**src/rtl/bupr_pkg.sv**
```systemverilog
`default_nettype none

package bupr_pkg;

   // Field widths of the configuration register and the result word.
   localparam int CfgW  = 13;
   localparam int CodeW = 8;
   localparam int NibW  = 4;

   // Line width after reset, in pixels.
   localparam logic [CfgW-1:0] LineWidthReset = 13'd256;

   // Longest run that is coded in one piece.
   localparam logic [7:0] MaxRunChunk = 8'd255;

   // Escape nibble that opens a three-nibble run code.
   localparam logic [NibW-1:0] EscNibble = 4'h0;

   // One pixel produces at most this many code bytes.
   localparam int MaxBytes = 4;
   localparam int GroupW   = MaxBytes * CodeW;

   // Result queue between the coder and the output port.
   localparam int FifoDepth = 8;
   localparam int FifoAw    = 3;

   typedef logic [7:0] run_len_type;

   // Code bytes produced by one pixel, earliest byte in the low bits.
   typedef struct packed {
      logic [2:0]        count;
      logic [GroupW-1:0] bytes;
      logic              last;
   } group_type;

endpackage

`default_nettype wire

```
**src/rtl/bupr_nibble_coder.sv**
```systemverilog
`default_nettype none

// Run-length coder: keeps the open run and a half-filled byte, and turns one
// coded bit into the code bytes that it completes.
module bupr_nibble_coder (
   input  wire logic          clock,
   input  wire logic          reset,
   input  wire logic          fire,
   input  wire logic          bit_in,
   input  wire logic          last,
   output bupr_pkg::group_type group
);

   logic                  run_value_ff, run_value_in;
   bupr_pkg::run_len_type run_len_ff, run_len_in;
   logic [3:0]            held_ff, held_in;
   logic                  pend_ff, pend_in;

   logic                  change, long_run, short_a, short_b;
   bupr_pkg::run_len_type new_len;
   logic [23:0]           code_a;
   logic [11:0]           code_b;
   logic [2:0]            num_a;
   logic [1:0]            num_b;
   logic [3:0]            num_all;
   logic [3:0]            num_pad;
   logic [31:0]           seq;
   logic [4:0]            shift_a, shift_b;
   logic [3:0]            top_idx;

   always_comb begin
      change   = bit_in != run_value_ff;
      long_run = !change && (run_len_ff == bupr_pkg::MaxRunChunk);

      // The closing run: one nibble when it fits, else escape, low, high.
      short_a = (run_len_ff != '0) && (run_len_ff[7:4] == '0);
      if (change) begin
         num_a  = short_a ? 3'd1 : 3'd3;
         code_a = short_a ? {20'h0, run_len_ff[3:0]}
                          : {12'h0, run_len_ff[7:4], run_len_ff[3:0], bupr_pkg::EscNibble};
      end else if (long_run) begin
         // A full chunk of 255 followed by an empty run of the other color.
         num_a  = 3'd6;
         code_a = {bupr_pkg::EscNibble, 4'h0, 4'h0, 4'hf, 4'hf, bupr_pkg::EscNibble};
      end else begin
         num_a  = 3'd0;
         code_a = '0;
      end

      new_len = (change || long_run) ? 8'd1 : run_len_ff + 8'd1;

      // The final pixel flushes the run it leaves open.
      short_b = new_len[7:4] == '0;
      if (last) begin
         num_b  = short_b ? 2'd1 : 2'd3;
         code_b = short_b ? {8'h0, new_len[3:0]}
                          : {new_len[7:4], new_len[3:0], bupr_pkg::EscNibble};
      end else begin
         num_b  = 2'd0;
         code_b = '0;
      end

      shift_a = {2'b00, pend_ff, 2'b00};
      shift_b = 5'({1'b0, pend_ff} + {1'b0, num_a}) << 2;
      seq     = {28'h0, (pend_ff ? held_ff : 4'h0)}
                | ({8'h0, code_a} << shift_a)
                | ({20'h0, code_b} << shift_b);

      num_all = 4'(pend_ff) + 4'(num_a) + 4'(num_b);
      // An odd nibble at the end of the image is padded with a zero.
      num_pad = (last && num_all[0]) ? num_all + 4'd1 : num_all;
      top_idx = num_all - 4'd1;

      group.count = num_pad[3:1];
      group.bytes = seq;
      group.last  = last;

      if (!last && num_all[0]) begin
         pend_in = 1'b1;
         held_in = seq[{top_idx[2:0], 2'b00} +: 4];
      end else begin
         pend_in = 1'b0;
         held_in = '0;
      end

      if (last) begin
         run_value_in = 1'b0;
         run_len_in   = '0;
      end else begin
         run_value_in = bit_in;
         run_len_in   = new_len;
      end
   end

   always_ff @(posedge clock) begin
      if (reset) begin
         run_value_ff <= 1'b0;
         run_len_ff   <= '0;
         held_ff      <= '0;
         pend_ff      <= 1'b0;
      end else if (fire) begin
         run_value_ff <= run_value_in;
         run_len_ff   <= run_len_in;
         held_ff      <= held_in;
         pend_ff      <= pend_in;
      end
   end

endmodule

`default_nettype wire

```
**config.mk**
```make
export PLATFORM = sky130hd
export DESIGN_NAME = bupr_nibble_coder
export DESIGN_NICKNAME = d
export VERILOG_FILES = /design/src/rtl/bupr_pkg.sv /design/src/rtl/bupr_nibble_coder.sv
export SDC_FILE = /design/constraint.sdc
export NUM_CORES = 1
export LEC_CHECK = 0
export BUFFER_PORTS_ARGS = -buffer_cell sky130_fd_sc_hd__buf_2
export CORE_MARGIN = 3
export CORE_UTILIZATION = 51
export CTS_CLUSTER_DIAMETER = 50
export CTS_CLUSTER_SIZE = 25
export DETAILED_ROUTE_END_ITERATION = 7
export PLACE_DENSITY = 0.88
export SLEW_MARGIN = 20
export SYNTH_ARGS = -nofsm -noshare
export SYNTH_HDL_FRONTEND = slang
export SYNTH_SLANG_ARGS = --single-unit
```
**constraint.sdc**
```tcl
create_clock -name clock -period 3.4 [get_ports clock]
set_input_delay 0.68 -clock clock [delete_from_list [all_inputs] [get_ports clock]]
set_output_delay 0.68 -clock clock [all_outputs]
set_load 0.005 [all_outputs]
```
# Yosys cells after proc, flatten, opt, wreduce, memory -nomap -nowiden
# Cells that the tools add are included.
[op_classes]
n_mux = 17
n_bitwise = 2
shift = 3
n_reduce_logical = 10
n_addsub = 6
eq_ne = 2
[ops]
columns = ["op", "count"]
rows = [
  ["12-bit 2-to-1 mux", 4],
  ["32-bit bitwise OR", 1],
  ["4-bit by 32-bit bitwise OR with 32-bit output", 1],
  ["32-bit by 6-bit indexed part select with 4-bit output", 1],
  ["12-bit by 5-bit << shifter with 32-bit output", 1],
  ["24-bit by 3-bit << shifter with 32-bit output", 1],
  ["24-bit 2-to-1 mux", 1],
  ["8-bit 2-to-1 mux", 2],
  ["4-bit 2-to-1 mux", 3],
  ["8-bit by 1-bit adder with 8-bit output (second input constant)", 1],
  ["8-bit equality test (second input constant)", 1],
  ["4-bit zero test", 2],
  ["8-bit nonzero test", 1],
  ["2-bit 2-to-1 mux", 3],
  ["3-bit 2-to-1 mux", 2],
  ["1-bit by 3-bit adder with 4-bit output", 1],
  ["4-bit by 1-bit adder with 4-bit output (second input constant)", 1],
  ["4-bit by 2-bit adder with 4-bit output", 1],
  ["1-bit logical AND", 4],
  ["1-bit by 3-bit adder with 3-bit output", 1],
  ["3-bit by 1-bit subtractor with 3-bit output (second input constant)", 1],
  ["1-bit zero test", 2],
  ["1-bit 2-to-1 mux", 2],
  ["1-bit logical OR", 1],
  ["1-bit != test", 1],
]
[totals]
regBits = 14
out_inout_bits = 36
input_bits = 5

# Logic depth before layout (Yosys ltp)
# Gate-level depths: netlist of run 1.
[depth]
depth_word = 12
depth_mapped = 16
ltp_nobuf = 13

# Worst setup path before layout of run 1
# Ideal clock, no wire load.
[synth_path]
kind = "register to output"
start = "register run_len_ff[0]"
end = "output port group[18] (netlist bit)"
path_stages_with_launch = 13
path_slack_ns = -0.233
t_required_ns = 2.720
arrival_time_ns = 2.953
path_cell_list = "dfxtp_1 ha_1 buf_6 and3_1 buf_6 a41oi_4 nor2_1 ha_1 clkbuf_1 clkbuf_1 nand3_1 nand2b_1 o22ai_1"
[synth_rtl]
columns = ["item", "line", "source"]
rows = [
  ["from (decl)", "bupr_nibble_coder.sv:15", "bupr_pkg::run_len_type run_len_ff, run_len_in;"],
  ["from (signal assigned)", "bupr_nibble_coder.sv:103", "run_len_ff <= run_len_in;"],
  ["to (decl)", "bupr_nibble_coder.sv:11", "output bupr_pkg::group_type group"],
]

==> results of run 1 <==
-- cells by family after synthesis --
logic type / count (synthesis) / share of synthesized area [%]
and+or+nand+nor: 137 / 31.3
AOI/OAI and AO/OA: 101 / 34.9
buffers and inverters: 37 / 8.55
DFF: 14 / 12.9
xor gates and xnor gates: 13 / 5.95
adders and majority gates: 9 / 5.90
muxes: 1 / 0.462
-- routing by layer --
layer	vias up	part of all wire (%)
met3	128	13
li1	1340	-
met4	0	9.0
met1	1446	35
met5	-	0
met2	339	44
-- critical path: cells and delay by family --
family	cells	cell delay [ns]
fa+ha+maj	3	1.24
buf+inv	5	0.68
xor+xnor	1	0.20
compound gates	1	0.09
simple gates	1	0.06
-- stage by stage --
step | power [W] | setup slack [ns] | utilization (%)
after floorplan | 0.000380 | 0.00595 | -
after global placement | 0.000501 | 0.0124 | 67.1
after detailed placement | 0.000510 | -0.0558 | 67.1
after CTS | 0.000682 | -0.0673 | 73.0
after global routing | 0.000813 | -0.270 | 82.1
final | 0.000783 | -0.239 | 82.1
-- final timing paths --
kind / start / to / cells past startpoint
worst max-delay path: bit_in / group[33] / 11
worst min-delay path: held_ff[0] / held_ff[0] / 1
worst max register to register: run_len_ff[6] / held_ff[0] / 14
worst min register to register: held_ff[0] / held_ff[0] / 1
-- timing repair --
action,CTS,global route
endpoints found under the hold margin,0,0
cloned,0,0
gates resized for setup,30,63
pin swaps,10,25
buffers inserted,11,10
setup endpoints to repair,33,38
-- sequential cells by signal, indices dropped and copies added (netlist names) --
register / cells
held_ff: 4
pend_ff: 1
run_value_ff: 1
run_len_ff: 8
-- layout make-up --
cell class	count	share of cell area [%]
clock buffers	3	1.24
inverters	11	1.31
multi-input cells	261	62.5
flip-flops and latches	14	8.72
well taps	50	1.88
repair buffers	116	24.3
-- report_power, final --
| group | total [W] | switching [W] | internal, W |
|---|---|---|---|
| sequential | 0.000173 | 0.00000402 | 0.000169 |
| clock | 0.000129 | 0.0000511 | 0.0000780 |
| combinational | 0.000482 | 0.000275 | 0.000207 |
-- cells in the mapped netlist (9+ instances only) --
cell	instances
clkbuf_1	14
o21ai_0	10
a22oi_1	9
nor2_1	39
a21oi_1	15
nand3_1	16
inv_1	10
o22ai_1	11
nand2_1	34
dfxtp_1	14
==> flow_metrics.tcl, run 1 <==
set metrics [dict create \
    finalCritPeriodShare_pct 107 \
    crit_path_cell_trace "buf_8 > xor2_4 > inv_4 > fa_1 > inv_1 > fa_2 > buf_6 > ha_4 > nand2_2 > o21ai_2 > buf_2" \
    vias 3253 \
    ioPinCount 41 \
    firstDrtPassIters 8 \
    grt_overflow 0 \
    async_reset_ff_share_pct 0 \
    rsz0062_at_grt "true" \
    cts_hold_buf 0 \
    fillCellCount 233 \
    hpwl_mm 6.03 \
    critPathKind "input pin to output port" \
    slowest_delay_ns 0.49 \
    instances_no_fill 455 \
    timing.fmax_mhz 275 \
    violations "negative setup slack" \
    port-buffer-count 40 \
    die_area_um2 5060 \
    grt_pass1_wl_mm 13.9 \
    synthCells 312 \
    place_area_um2 2720 \
    grt_use_met1_pct 44.4 \
    critical_path_arrival_ns 2.96 \
    cts_sinks 14 \
    ys.flop_type "dfxtp_1" \
    synth_edf_count 0 \
    syn2layout_area_growth_pct 53.9 \
    syn_avg_cell_area_um2 6.94 \
    postRouteAntennaNets 0 \
    cp_max_fo 6 \
    grt_antenna_before_repair 1 \
    final_cell_mix "buf_4 (68), buf_2 (39), nor2_1 (33)" \
    cts.path.max_buffers 2 \
    drv_slew 0 \
    first_global_vias 2809 \
    grt_use_met3_pct 6.11 \
    fin_ws_ns -0.239 \
    finalInstanceArea_um2 3330 \
    holdWs_ns 0.462 \
    regArea_um2 290 \
    slowest_stage "fa_2" \
    wl_per_cell_um 23.3 \
    met2_usage_pct 52.8 \
    status "complete, but fails checks" \
    clkSlewWorstSetupHoldPaths_ns 0.05 \
    drc 0 \
    drt_iter0_drc 639 \
    diodes 0 \
    tritoncts "done" \
    max_slew_margin_pct 57.0 \
    setup_viol 25 \
    hold_class "flip-flop to flip-flop" \
    worstMarginPinSlew_ns 0.643 \
    place_inst 432 \
    final_common_cell "buf_4" \
    nets 421 \
    fp.dieW_um 71.2 \
    fin_worst_skew_ns 0.00140 \
    yosys.area.top_type "dfxtp_1" \
    crit_required_ns 2.72 \
    top_usage_layer "met2" \
    vias_per_cell 7.15 \
    setup_tns_ns -2.23 \
    drv_cap 0 \
    synth_area_leaders "dfxtp_1 (13%), nor2_1 (6.8%), nand2_1 (5.9%)" \
    p_leak_nw 1.47 \
    power.density_nw_per_um2 235 \
    syn_area_um2 2160 \
    die_h_um 71.2 \
    ys_seq_area_share_pct 12.9 \
    clock_latency_ns 0.24 \
    ir_drop_mv 0.351 \
    hold_violations 0 \
    start_kind "input pin" \
    fin_crit_ns 3.64 \
    yosys_warnings 0 \
    h-tree-depth 1 \
    synth_seq_cells 14 \
    worst_setup_path_end_kind "output port" \
    grt_usage_pct 33.7 \
    netlist.area_leader.share_pct 12.9 \
    rows 23 \
    synthesis.nets 326 \
    drive_gt1_share_pct 47.9 \
    cts_buffers 3 \
    r2r_setup_slack_ns 0.01 \
    gp_congestion 1.03 \
    multi_input_area_um2 2080 \
    start_util_pct 53.3 \
    synth_cell_type_count 70 \
    grt_max_degree 15 \
    cts-root-buf "clkbuf_8" \
    routed_wirelength_mm 10.6 \
    core_um2 4060 \
]
(Power assumes the default switching activity.)
==> inputs of run 2 (changes only) <==
- CORE_UTILIZATION: 51 -> 57
- PLACE_DENSITY: 0.88 -> 0.93
- clock period: 3.4 -> 4 ns (I/O delays scaled with it)
==> run 2 against run 1 <==
Compared with the run above:
- the flow now finishes without violations
- non-clock buffer count down 52
- global-route usage down 0.53 points
- sequential cell count unchanged
- worst hold slack better by 0.028 ns
- die area down 9.7%
- register-to-register slack better by 0.13 ns
- first-iteration DRC count down 21%
- worst setup slack better by 0.34 ns
- clock skew up 0.0012 ns
- largest power group unchanged
==> flow_metrics.tcl, run 2 (synthesis results as in run 1) <==
set metrics [dict create \
    status "finished, final reports clean" \
    ioPinCount 41 \
    die_h_um 67.6 \
    hold_violations 0 \
    place_inst 395 \
    port-buffer-count 40 \
    hold_class "flip-flop to flip-flop" \
    worstMarginPinSlew_ns 0.714 \
    p_comb_share_pct 48.9 \
    critical_path_arrival_ns 3.10 \
    clock_latency_ns 0.25 \
    crit_path_cell_trace "or4_4 > a21o_1 > nor2_2 > nor2_2 > ha_2 > nand2b_1 > mux2i_1 > buf_4 > and3_1 > nand2_1 > o211ai_1 > buf_2" \
    clkSlewWorstSetupHoldPaths_ns 0.06 \
    nets 369 \
    core_um2 3490 \
    final_core_util_pct 73.4 \
    min_from "held_ff[0]" \
    p_switching_w 0.000229 \
    grt_pass1_wl_mm 11.6 \
    p_sw_share_pct 40.7 \
    firstDrtPassIters 8 \
    reg_top3 "run_len_ff x8, held_ff x4" \
    power.density_nw_per_um2 219 \
    grt_overflow 0 \
    largest_reg_flops 8 \
    cp_max_fo 10 \
    first_global_vias 2498 \
    p_int_w 0.000333 \
    die_area_um2 4570 \
    wl_per_cell_um 18.8 \
    routed_wirelength_mm 7.52 \
    hold_path_end "held_ff[0]" \
    crit_required_ns 3.20 \
    slowest_delay_ns 0.56 \
    setup_tns_ns 0 \
    slowest_stage "or4_4" \
    instances_no_fill 400 \
    fin_crit_ns 3.90 \
    reg2reg_depth 15 \
    crit_family "simple AND/OR/NAND/NOR gates" \
    syn2layout_area_growth_pct 18.6 \
    start_util_pct 61.9 \
    start_kind "flip-flop" \
    holdWs_ns 0.489 \
    critPathMostFrequentCell "nor2_2" \
    crit_buf_inv 2 \
    setup_viol 0 \
    final_cell_mix "buf_2 (40), nor2_1 (37), nand2_1 (33)" \
    h-tree-depth 1 \
    critPathKind "flip-flop to output port" \
    vias_per_cell 6.90 \
    seqPwrFrac_pct 26.2 \
    holdPathStages 1 \
    cts_sinks 14 \
    grt_usage_pct 33.2 \
    drv_slew 0 \
    fin_worst_skew_ns 0.00260 \
    diodes 0 \
    grt_antenna_before_repair 0 \
    final_common_cell "buf_2" \
    gp_congestion 1.04 \
    max_flop_register "run_len_ff" \
    fp.dieW_um 67.6 \
    timing.fmax_mhz 257 \
    r2r_start "run_len_ff[1]" \
    rows 21 \
    p_leak_nw 1.15 \
    rsz0062_at_grt "true" \
    tritoncts "done" \
    finalCritPeriodShare_pct 97.5 \
    r2r_setup_slack_ns 0.14 \
    clkPwrFrac_pct 24.9 \
    drive_gt1_share_pct 27.1 \
    worst_setup_path_end_kind "output port" \
    cts-root-buf "clkbuf_8" \
    cts_buffers 3 \
    ir_drop_mv 0.244 \
    vias 2758 \
    drt_iter0_drc 508 \
    r2r_end "held_ff[0]" \
    postRouteAntennaNets 0 \
    drc 0 \
    hpwl_mm 5.43 \
    fillCellCount 261 \
    grt_max_degree 19 \
    max_slew_margin_pct 51.8 \
    drv_cap 0 \
    cts.path.max_buffers 2 \
]
-- run 2: cell count changes in the layout (fill, tap and decap cells not counted), moves of 4 or more --
cell     before  now
nand2_1      26   33
nor3_1        3    7
nor2_1       33   37
buf_6         8    0
o22ai_2       7    2
o22ai_1       4   10
nand2_2       7    3
nor2_4        4    0
buf_4        68   24
-- run 2: per-layer routing --
layer / track usage (%) / up-vias / share of wire, %
met1: 41.7 / 1234 / 37
li1: - / 1222 / -
met3: 8.99 / 53 / 14
met2: 50.7 / 249 / 44
met4: 19.0 / 0 / 5.4
met5: 0 / - / 0
-- run 2: power by group through the flow --
stage	registers, W	logic, W	clock network (W)
2_1_floorplan	0.000150	0.000169	0
3_3_place_gp	0.000149	0.000241	0
3_5_place_dp	0.000149	0.000249	0
4_1_cts	0.000147	0.000253	0.000141
5_1_grt	0.000147	0.000293	0.000146
6_report	0.000147	0.000275	0.000140
-- run 2: final cells by class --
type	count	area (um^2)	area share, %
Clock buffer	4	55.1	2.15
Multi-Input combinational cell	261	1750	68.1
Timing Repair Buffer	64	380	14.8
Inverter	11	41.3	1.61
Sequential cell	14	285	11.1
Tap cell	46	57.6	2.24
-- run 2: repair_timing --
action | 4_1_cts | 5_1_grt
setup endpoints to repair | 0 | 28
setup buffers | 0 | 1
hold buffers | 0 | 0
resized for setup | 0 | 14
-- run 2: how the worst max path moves through the flow --
stage                   from          to  cells after the start
4_1_cts               bit_in   group[35]                     13
3_5_place_dp          bit_in  held_ff[0]                     15
3_3_place_gp          bit_in  held_ff[0]                     15
5_1_grt        run_len_ff[1]   group[35]                     13
2_1_floorplan  run_len_ff[0]   group[18]                     12
6_report       run_len_ff[5]    group[4]                     12
-- run 2: through the flow --
step	setup slack (ns)	total power, W	cell area, um^2
floorplan	0.247	0.000319	2160
global placement	0.0471	0.000390	2450
detailed placement	-0.0460	0.000398	2450
CTS	0.0172	0.000540	2510
global route	-0.0171	0.000586	2570
finish	0.102	0.000562	2570
